### src/rtl/tlc_pkg.sv
// package for the two-level cache tag model: geometry, types, plru helpers
// no dependencies
package tlc_pkg;
    localparam int LINE_BYTES  = 64;
    localparam int L1_SETS     = 64;
    localparam int L1_WAYS     = 4;
    localparam int L2_SETS     = 512;
    localparam int L2_WAYS     = 8;
    localparam int OFF_W       = $clog2(LINE_BYTES);
    localparam int L1_IDX_W    = $clog2(L1_SETS);
    localparam int L2_IDX_W    = $clog2(L2_SETS);
    localparam int L1_WAY_W    = $clog2(L1_WAYS);
    localparam int L2_WAY_W    = $clog2(L2_WAYS);
    localparam int L1_TAG_W    = 32 - OFF_W - L1_IDX_W;
    localparam int L2_TAG_W    = 32 - OFF_W - L2_IDX_W;
    localparam int L1_TREE_W   = L1_WAYS - 1;
    localparam int L2_TREE_W   = L2_WAYS - 1;
    // one row per set: valid bits, tree bits, tags
    localparam int L1_ROW_W    = L1_WAYS + L1_TREE_W + L1_WAYS * L1_TAG_W;
    localparam int L2_ROW_W    = L2_WAYS + L2_TREE_W + L2_WAYS * L2_TAG_W;

    localparam logic [1:0] CFG_L2_EN  = 2'd0;
    localparam logic [1:0] CFG_L1_LAT = 2'd1;
    localparam logic [1:0] CFG_L2_LAT = 2'd2;
    localparam logic [1:0] CFG_MEM_LAT = 2'd3;

    localparam logic [1:0] LVL_UNCACHED = 2'd0;
    localparam logic [1:0] LVL_L1       = 2'd1;
    localparam logic [1:0] LVL_L2       = 2'd2;
    localparam logic [1:0] LVL_MEM      = 2'd3;

    typedef enum logic [1:0] {
        t_ST_IDLE, t_ST_LOOK, t_ST_OUT, t_ST_CLR
    } t_state;

    typedef struct packed {
        logic [1:0] level;
        logic       l1_we;
        logic       l2_we;
    } t_decision;

    // walk pointing every node on the path away from way
    function automatic logic [15:0] plru_mark(input logic [15:0] tree,
                                              input logic [3:0] way,
                                              input int depth);
        logic [15:0] t;
        int node;
        t = tree;
        node = 0;
        for (int l = 0; l < 4; l++) begin
            if (l < depth) begin
                if (way[depth - 1 - l]) begin
                    t[node] = 1'b0;
                    node = 2 * node + 2;
                end else begin
                    t[node] = 1'b1;
                    node = 2 * node + 1;
                end
            end
        end
        return t;
    endfunction

    // victim way of the tree
    function automatic logic [3:0] plru_victim(input logic [15:0] tree,
                                               input int depth);
        logic [3:0] w;
        int node;
        w = 4'd0;
        node = 0;
        for (int l = 0; l < 4; l++) begin
            if (l < depth) begin
                w = {w[2:0], tree[node]};
                node = tree[node] ? 2 * node + 2 : 2 * node + 1;
            end
        end
        return w;
    endfunction
endpackage

### src/rtl/tlc_level2.sv
// second cache level: tag/valid/plru row lookup and row update
// depends on tlc_pkg
module tlc_level2 (
    input  logic                         i_row_ok,
    input  logic [tlc_pkg::L2_ROW_W-1:0] i_row,
    input  logic [tlc_pkg::L2_TAG_W-1:0] i_tag,
    output logic                         o_hit,
    output logic [tlc_pkg::L2_ROW_W-1:0] o_row_hit,
    output logic [tlc_pkg::L2_ROW_W-1:0] o_row_fill
);
    localparam int W = tlc_pkg::L2_WAYS;
    localparam int TW = tlc_pkg::L2_TAG_W;
    localparam int RW = tlc_pkg::L2_TREE_W;
    logic [W-1:0]  v;
    logic [RW-1:0] tr;
    logic [tlc_pkg::L2_WAY_W-1:0] hw, vw;
    logic [15:0] tm, tv;
    logic [W*TW-1:0] tags, ntags;
    logic [W-1:0] nv;
    always_comb begin
        v    = i_row_ok ? i_row[W+RW+W*TW-1 -: W] : '0;
        tr   = i_row_ok ? i_row[W*TW+RW-1 -: RW] : '0;
        tags = i_row[W*TW-1:0];
        o_hit = 1'b0;
        hw = '0;
        for (int w = W - 1; w >= 0; w--) begin
            if (v[w] && tags[w*TW +: TW] == i_tag) begin
                o_hit = 1'b1;
                hw = tlc_pkg::L2_WAY_W'(w);
            end
        end
        tm = tlc_pkg::plru_mark(16'(tr), 4'(hw), tlc_pkg::L2_WAY_W);
        o_row_hit = {v, tm[RW-1:0], tags};
        vw = tlc_pkg::L2_WAY_W'(tlc_pkg::plru_victim(16'(tr), tlc_pkg::L2_WAY_W));
        tv = tlc_pkg::plru_mark(16'(tr), 4'(vw), tlc_pkg::L2_WAY_W);
        ntags = tags;
        ntags[vw*TW +: TW] = i_tag;
        nv = v;
        nv[vw] = 1'b1;
        o_row_fill = {nv, tv[RW-1:0], ntags};
    end
endmodule

### config.mk
export PLATFORM = sky130hd
export DESIGN_NAME = tlc_level2
export DESIGN_NICKNAME = d
export VERILOG_FILES = /design/src/rtl/tlc_pkg.sv /design/src/rtl/tlc_level2.sv
export SDC_FILE = /design/constraint.sdc
export NUM_CORES = 1
export LEC_CHECK = 0
export BUFFER_PORTS_ARGS = -buffer_cell sky130_fd_sc_hd__buf_2
export CAP_MARGIN = 30
export CORE_AREA = 2 2 181 183
export DETAILED_ROUTE_END_ITERATION = 16
export DIE_AREA = 0 0 183 185
export PLACE_DENSITY = 0.38
export SYNTH_ARGS = -nofsm -noshare
export SYNTH_HDL_FRONTEND = slang
export SYNTH_SLANG_ARGS = --single-unit
### constraint.sdc
create_clock -name vclk -period 4.6
set_clock_uncertainty 0.2 [all_clocks]
set_input_delay 0.46 -clock vclk [all_inputs]
set_output_delay 0.46 -clock vclk [all_outputs]
set_load 0.02 [all_outputs]
==> impl_results.md <==
- Run status: finished, final reports clean
- CP startpoint: i_tag[6]
- Worst EP required: 3940 ps
- Initial Util: 15.79%
- Syn nets: 827
- Largest net degree at the start of global routing: 35
- Total gr overflow: 0
- Layout area overhead: 33.39%
- Synth Instances: 657
- Wire per inst: 21.98 µm
- Max-Cap Viols: 0
- Placer congestion estimate: 0.8173
- Unique masters post-synth: 49
- Sequential share of the synthesized area: 0%
- Startpoint types: input pin
- Final setup fails: 0
- Via-per-instance ratio: 4.135
- Crit-path cells: buf_2, xor2_1, nor4_1, nand3_1, nor4_2, nor2_1, nor3b_2, mux2i_1, buf_2
- Synth top area share: 20.33%
- Post-CTS Hold Buffers: 0
- Crit share post-route: 88.06%
- Final ANT Viol Nets: 0
- Final worst path period need: 4051 ps
- First-pass GRT wire length: 39640 µm
- Die area: 33860 µm²
- Placed inst area: 6748 µm²
- Iteration-0 DRC count of the detailed router: 211
- Antenna Cells: 0
- PostCTS Resize Cnt: 0
- Multi-input gate area: 3714 µm²
- CP max FO: 15
- Core ar.: 32040 µm²
- Top cells by area, synth: buf_4 (20%), xor2_1 (14%), mux2_2 (12%)
- Clkbuf count: 0
- 1st-pass router iterations: 5
- HP Start: i_row[56]
- Worst setup EP type: output port
- Die X: 183 µm
- Share of layout cells above drive strength 1: 60.56%
- Die height: 185 µm
- Most frequent cell after synthesis: buf_4
- Hold Vio Cnt, Final: 0
- Min-delay worst type: in -> out
- Fmax: 246.9 MHz
- Sequential cells: 0
- CP top delay family: simple AND/OR/NAND/NOR gates
- NumNets Final: 1128
- Worst Path Arrival: 3390 ps
- P_leak: 3.418 nW
- WP buf/inv: 2
- Netlist Area Pre-Place: 5059 µm²
- Post-detail-place hpwl: 25520 µm
- Peak VDD IR: 0.05689 mV
- Kind of critical path: in -> out
- DRC viols: 0
- Boundary Pins: 472
- Routed WL: 29980 µm
- Synth area leader: buf_4
- PortBufs: 472
- DR vias: 5640
- PD cells: 147.6 nW/µm²
- Max Transition Viols Final: 0
- Post-CTS setup buffer count: 0
- Initial antenna violation count: 1
- Worst path slowest cell: nor4_1
- Worst path most repeated cell: buf_2
- Non-Filler Cell Area, Final: 6748 µm²
- Commonest cells in the netlist: buf_4 (137), xor2_1 (80), nand2_1 (70)
- Worst-margin pin slew: 826.4 ps
- Yosys warns: 0
- Max_slew headroom: 44.40%
- Setup_tns: 0 ps
- Unrepaired setup endpoints after global routing: no
- Vias in the first global route: 5227
- Register area: 0 µm²
- FP Rows: 66
- Filler cell count in the final layout: 3702
- GRT Total Usage: 16.18%
- Syn_area_per_cell: 7.700 µm²
- Crit-path max cell delay: 730 ps
where the power goes:
group	switching, mW	internal [mW]
clock	0	0
sequential	0	0
combinational	0.638	0.358
through the flow:
stage               setup slack (ps)  power (mW)  utilization [%]  cells  hold slack, ps
floorplan                      972.9      0.6762                -    657           826.2
global placement               473.4       1.006            21.06   1364           984.7
detailed placement             468.5       1.001            21.06   1364           980.9
CTS                            442.3       1.006            21.06   1364           981.2
global route                   320.7       1.059            21.06   1364           985.0
finish                         549.1      0.9960            21.06   1364           977.7
layout make-up:
cell class         count  share of cell area (%)
repair buffers       491                   37.12
multi-input cells    460                   55.03
inverters              5                  0.2781
well taps            408                   7.565
cells in the final DEF, fill, tap and decap left out, drive strengths merged:
cell type | synthesis | final
buf | 182 | 491
mux2 | 104 | 104
xor2 | 81 | 81
nand2 | 71 | 71
xnor2 | 56 | 56
o21ai | 41 | 41
nor4 | 24 | 24
nand4 | 16 | 16
nand3 | 10 | 10
nor2 | 7 | 7
nor2b | 7 | 7
and2 | 6 | 6
inv | 5 | 5
a21oi | 4 | 4
mux2i | 4 | 4
o21a | 4 | 4
nor3 | 4 | 4
or3b | 2 | 2
nand3b | 2 | 2
nor3b | 2 | 2
and2b | 1 | 1
and3b | 1 | 1
o311ai | 1 | 1
nand2b | 1 | 1
a21boi | 1 | 1
or3 | 1 | 1
o31ai | 1 | 1
or4 | 1 | 1
and3 | 1 | 1
a211oi | 1 | 1
o21bai | 1 | 1
nor4b | 1 | 1
a32oi | 1 | 1
a31oi | 1 | 1
ha | 1 | 1
final timing paths:
check / to / cells after the start
worst max-delay path: o_row_hit[140] / 9
worst min-delay path: o_row_hit[56] / 2
routing by layer:
metal  global-route usage [%]  part of all wire [%]  routed length (µm)
met3                    1.494                   6.2                1849
met5                        0                     0                   0
met4                   0.5120                  0.36                 109
met2                    27.58                    47               14080
met1                    23.20                    46               13940
logic make-up (layout without fill, tap and decap cells):
| kind of cell | count (synthesis) | after routing | synth area share [%] |
|---|---|---|---|
| AOI/OAI and AO/OA | 56 | 56 | 6.110 |
| xor gates and xnor gates | 137 | 137 | 23.87 |
| adders and majority gates | 1 | 1 | 0.2473 |
| buffers and inverters | 197 | 496 | 26.59 |
| muxes | 108 | 108 | 25.43 |
| and+or+nand+nor | 158 | 158 | 17.76 |
Power figures use the tool's default switching activity.
