## config.mk

```make
export PLATFORM = sky130hd
export DESIGN_NAME = tlc_level_l1
export DESIGN_NICKNAME = d
export VERILOG_FILES = /design/src/rtl/tlc_pkg.sv /design/src/rtl/tlc_level.sv
export SDC_FILE = /design/constraint.sdc
export NUM_CORES = 1
export LEC_CHECK = 0
export BUFFER_PORTS_ARGS = -buffer_cell sky130_fd_sc_hd__buf_2
export CAP_MARGIN = 20
export CORE_AREA = 2 2 110 112
export DETAILED_ROUTE_END_ITERATION = 8
export DIE_AREA = 0 0 112 114
export PLACE_DENSITY = 0.66
export SYNTH_ARGS = -nofsm -noshare
export SYNTH_HDL_FRONTEND = slang
export SYNTH_SLANG_ARGS = --single-unit
```

## constraint.sdc

```tcl
create_clock -name vclk -period 1.9
set_clock_uncertainty 0.1 [all_clocks]
set_input_delay 0.38 -clock vclk [all_inputs]
set_output_delay 0.38 -clock vclk [all_outputs]
set_load 0.01 [all_outputs]
```

## src/rtl/tlc_pkg.sv

```systemverilog
// package for the two-level cache tag model: geometry, types, plru helpers
// no dependencies
package tlc_pkg;
    localparam int LINE_BYTES  = 64;
    localparam int L1_SETS     = 64;
    localparam int L1_WAYS     = 4;
    localparam int L2_SETS     = 512;
    localparam int L2_WAYS     = 8;
    localparam int OFF_W       = $clog2(LINE_BYTES);
    localparam int L1_IDX_W    = $clog2(L1_SETS);
    localparam int L2_IDX_W    = $clog2(L2_SETS);
    localparam int L1_WAY_W    = $clog2(L1_WAYS);
    localparam int L2_WAY_W    = $clog2(L2_WAYS);
    localparam int L1_TAG_W    = 32 - OFF_W - L1_IDX_W;
    localparam int L2_TAG_W    = 32 - OFF_W - L2_IDX_W;
    localparam int L1_TREE_W   = L1_WAYS - 1;
    localparam int L2_TREE_W   = L2_WAYS - 1;
    // one row per set: valid bits, tree bits, tags
    localparam int L1_ROW_W    = L1_WAYS + L1_TREE_W + L1_WAYS * L1_TAG_W;
    localparam int L2_ROW_W    = L2_WAYS + L2_TREE_W + L2_WAYS * L2_TAG_W;

    localparam logic [1:0] CFG_L2_EN  = 2'd0;
    localparam logic [1:0] CFG_L1_LAT = 2'd1;
    localparam logic [1:0] CFG_L2_LAT = 2'd2;
    localparam logic [1:0] CFG_MEM_LAT = 2'd3;

    localparam logic [1:0] LVL_UNCACHED = 2'd0;
    localparam logic [1:0] LVL_L1       = 2'd1;
    localparam logic [1:0] LVL_L2       = 2'd2;
    localparam logic [1:0] LVL_MEM      = 2'd3;

    typedef enum logic [1:0] {
        t_ST_IDLE, t_ST_LOOK, t_ST_OUT, t_ST_CLR
    } t_state;

    typedef struct packed {
        logic [1:0] level;
        logic       l1_we;
        logic       l2_we;
    } t_decision;

    // walk pointing every node on the path away from way
    function automatic logic [15:0] plru_mark(input logic [15:0] tree,
                                              input logic [3:0] way,
                                              input int depth);
        logic [15:0] t;
        int node;
        t = tree;
        node = 0;
        for (int l = 0; l < 4; l++) begin
            if (l < depth) begin
                if (way[depth - 1 - l]) begin
                    t[node] = 1'b0;
                    node = 2 * node + 2;
                end else begin
                    t[node] = 1'b1;
                    node = 2 * node + 1;
                end
            end
        end
        return t;
    endfunction

    // victim way of the tree
    function automatic logic [3:0] plru_victim(input logic [15:0] tree,
                                               input int depth);
        logic [3:0] w;
        int node;
        w = 4'd0;
        node = 0;
        for (int l = 0; l < 4; l++) begin
            if (l < depth) begin
                w = {w[2:0], tree[node]};
                node = tree[node] ? 2 * node + 2 : 2 * node + 1;
            end
        end
        return w;
    endfunction
endpackage

```

## src/rtl/tlc_level.sv

```systemverilog
// one cache level: tag/valid/plru row lookup and row update
// depends on tlc_pkg
module tlc_level_l1 (
    input  logic                         i_row_ok,
    input  logic [tlc_pkg::L1_ROW_W-1:0] i_row,
    input  logic [tlc_pkg::L1_TAG_W-1:0] i_tag,
    output logic                         o_hit,
    output logic [tlc_pkg::L1_ROW_W-1:0] o_row_hit,
    output logic [tlc_pkg::L1_ROW_W-1:0] o_row_fill
);
    localparam int W = tlc_pkg::L1_WAYS;
    localparam int TW = tlc_pkg::L1_TAG_W;
    localparam int RW = tlc_pkg::L1_TREE_W;
    logic [W-1:0]  v;
    logic [RW-1:0] tr;
    logic [tlc_pkg::L1_WAY_W-1:0] hw, vw;
    logic [15:0] tm, tv;
    logic [W*TW-1:0] tags, ntags;
    logic [W-1:0] nv;
    always_comb begin
        v    = i_row_ok ? i_row[W+RW+W*TW-1 -: W] : '0;
        tr   = i_row_ok ? i_row[W*TW+RW-1 -: RW] : '0;
        tags = i_row[W*TW-1:0];
        o_hit = 1'b0;
        hw = '0;
        for (int w = W - 1; w >= 0; w--) begin
            if (v[w] && tags[w*TW +: TW] == i_tag) begin
                o_hit = 1'b1;
                hw = tlc_pkg::L1_WAY_W'(w);
            end
        end
        tm = tlc_pkg::plru_mark(16'(tr), 4'(hw), tlc_pkg::L1_WAY_W);
        o_row_hit = {v, tm[RW-1:0], tags};
        vw = tlc_pkg::L1_WAY_W'(tlc_pkg::plru_victim(16'(tr), tlc_pkg::L1_WAY_W));
        tv = tlc_pkg::plru_mark(16'(tr), 4'(vw), tlc_pkg::L1_WAY_W);
        ntags = tags;
        ntags[vw*TW +: TW] = i_tag;
        nv = v;
        nv[vw] = 1'b1;
        o_row_fill = {nv, tv[RW-1:0], ntags};
    end
endmodule

```

==> run metrics <==
critical path's largest stage delay 0.37 ns; ANT nets after route 0; Placer Congestion 0.942; Leak 3.19 nW; RSZ-0062 raised after global routing true; switching power of the nets 0.805 mW; DRC viols 0; fin nets 879; Least-Margin Pin Slew 0.367 ns; most frequent cells in the layout 244 x buf_2, 112 x nand2_1, 109 x buf_4, 43 x buf_6, 39 x xor2_1; cells after synthesis 462; CP max FO 3; Die H 114 um; grt ovf 0; n_diodes 0; total power draw 1.61 mW; CP Cell Sequence buf_8, xnor2_4, nand4_1, nor4_4, nand4_1, o311ai_2, o31ai_2, buf_2; flip-flop and latch count 0; num rows 40; final setup margin -0.571 ns; Distinct cells, synth 33; initial detailed-routing violation count 160; syn nets 570; Critical-path top delay cell nor4_4; Crit path depth 8; placed cell count 889; first-pass GRT wire length 23200 um; outcome finished, violations left; dpl ws -0.779 ns; # clk buffers 0; worst IR drop on VDD 118 uV; share of layout cells above drive strength 1 0.718; clock power share 0; synth warn 0; final setup TNS -6.55 ns; crit path from i_row[70]; combinational share of power 1.000; Post-Synthesis Cell Area 0.00294 mm2; Fmax 405 MHz; Flop pwr share 0; Slew HR 0.754; die area 0.0128 mm2; failing checks negative setup slack; Critical Path RT 1.42 ns; crit path to o_row_hit[82]; 1st-pass router iterations 4; Syn-to-layout area delta 102%; post-synthesis sequential area ratio 0; Ports 283; Via-to-Cell Ratio 4.56; I/O Buffers 283; Worst Path Buf+Inv 2; Pint 0.810 mW; Worst Setup End Kind output port; WL final 16500 um; initial antenna violation count 0; Mean Syn Cell Area 6.36 um2; critical path type in2out; final hold violation count 0; cell family with most CP delay simple AND/OR/NAND/NOR gates; most frequent cell on the critical path nand4_1; arrival time at the worst endpoint 1.99 ns; vias in the first global route 4055; CTS Hold Buffers Added 0; max cap viols 0; core area 0.0117 mm2; Die Width 112 um; Seq. cell area 0 um2; Setup Viol. Count Final 52; DPL Wire Length 13100 um; Tcrit/Tclk final 1.30; Worst Setup Start Kind input port; commonest non-fill, non-tap cell in the layout buf_2; Post-Layout Cell Count 916; Via Count 4174; drt wl/cell 18.0 um; GRT Total Usage 0.238; Switching Fraction 0.499; starting density of the core 0.251; worst min-delay path class in2out; minimum clock period 2.47 ns; final count of pins violating max slew 0; pin count of the biggest net entering global routing 19; PD cells 272 mW/mm2
## cell usage after synthesis
library cell / n / share of area
nand2_2: 1 / 0.0021
nor4_1: 9 / 0.019
clkbuf_1: 11 / 0.014
and3_1: 1 / 0.0021
o31ai_1: 2 / 0.0051
xor2_2: 1 / 0.0055
and2_1: 2 / 0.0043
nand2_1: 158 / 0.20
inv_1: 3 / 0.0038
buf_4: 82 / 0.21
xnor2_1: 40 / 0.12
a21oi_1: 8 / 0.014
or2_2: 2 / 0.0043
nand4_1: 13 / 0.028
nor2_1: 8 / 0.010
mux2_2: 19 / 0.073
mux2i_1: 6 / 0.020
nor4_2: 1 / 0.0043
nand3_1: 8 / 0.014
o21a_1: 2 / 0.0051
nand2b_1: 2 / 0.0043
nor4_4: 2 / 0.014
o311ai_1: 1 / 0.0030
clkbuf_8: 3 / 0.014
o21ai_1: 1 / 0.0017
buf_2: 13 / 0.022
o21ai_0: 8 / 0.014
buf_6: 9 / 0.034
nor3_1: 2 / 0.0034
a21boi_0: 1 / 0.0026
nand4b_1: 1 / 0.0030
xor2_1: 41 / 0.12
o21bai_1: 1 / 0.0026
## how the worst min path moves through the flow
stage / from / endpoint / slack [ns] / depth (start not counted)
floorplan: i_row[80] / o_row_fill[80] / 0.70 / 1
global placement: i_row[56] / o_row_hit[56] / 0.89 / 2
detailed placement: i_row[44] / o_row_hit[44] / 0.89 / 2
CTS: i_row[70] / o_row_hit[70] / 0.88 / 2
global route: i_row[70] / o_row_hit[70] / 0.88 / 2
finish: i_row[70] / o_row_hit[70] / 0.87 / 2
## per-layer routing
metal  routed length (um)  share of wire  GRT usage
met1                 6860           0.41      0.303
met3                  882          0.053     0.0186
met2                 8550           0.52      0.448
met5                    0              0          0
met4                  236          0.014     0.0333
## through the flow
step	utilization	instance area (um2)	hold slack [ns]
2_1_floorplan	-	3190	0.700
6_report	0.506	5930	0.873
5_1_grt	0.506	5930	0.876
3_3_place_gp	0.410	4800	0.886
3_5_place_dp	0.410	4800	0.888
4_1_cts	0.471	5510	0.881
## power groups by stage
stage / sequential (mW) / clock [mW] / combinational (mW)
floorplan: 0 / 0 / 0.753
global placement: 0 / 0 / 1.31
detailed placement: 0 / 0 / 1.32
CTS: 0 / 0 / 1.51
global route: 0 / 0 / 1.72
finish: 0 / 0 / 1.61
## what timing repair did
action / CTS / global route
buffers inserted: 17 / 8
pin swaps: 56 / 55
resized for setup: 118 / 96
endpoints found under the setup margin: 83 / 81
cloned: 6 / 1
## layout make-up
| class | instances | area (um2) |
|---|---|---|
| Tap cell | 147 | 184 |
| Timing Repair Buffer | 422 | 3000 |
| Multi-Input combinational cell | 344 | 2740 |
| Fill cell | 1153 | 5780 |
| Inverter | 3 | 11.3 |
## cells by family after synthesis
logic type | share of synthesized area
compound gates | 0.0473
xor+xnor | 0.247
buf+inv | 0.298
mux | 0.0932
simple gates | 0.315
No activity file was read; power rests on OpenSTA's default activity.
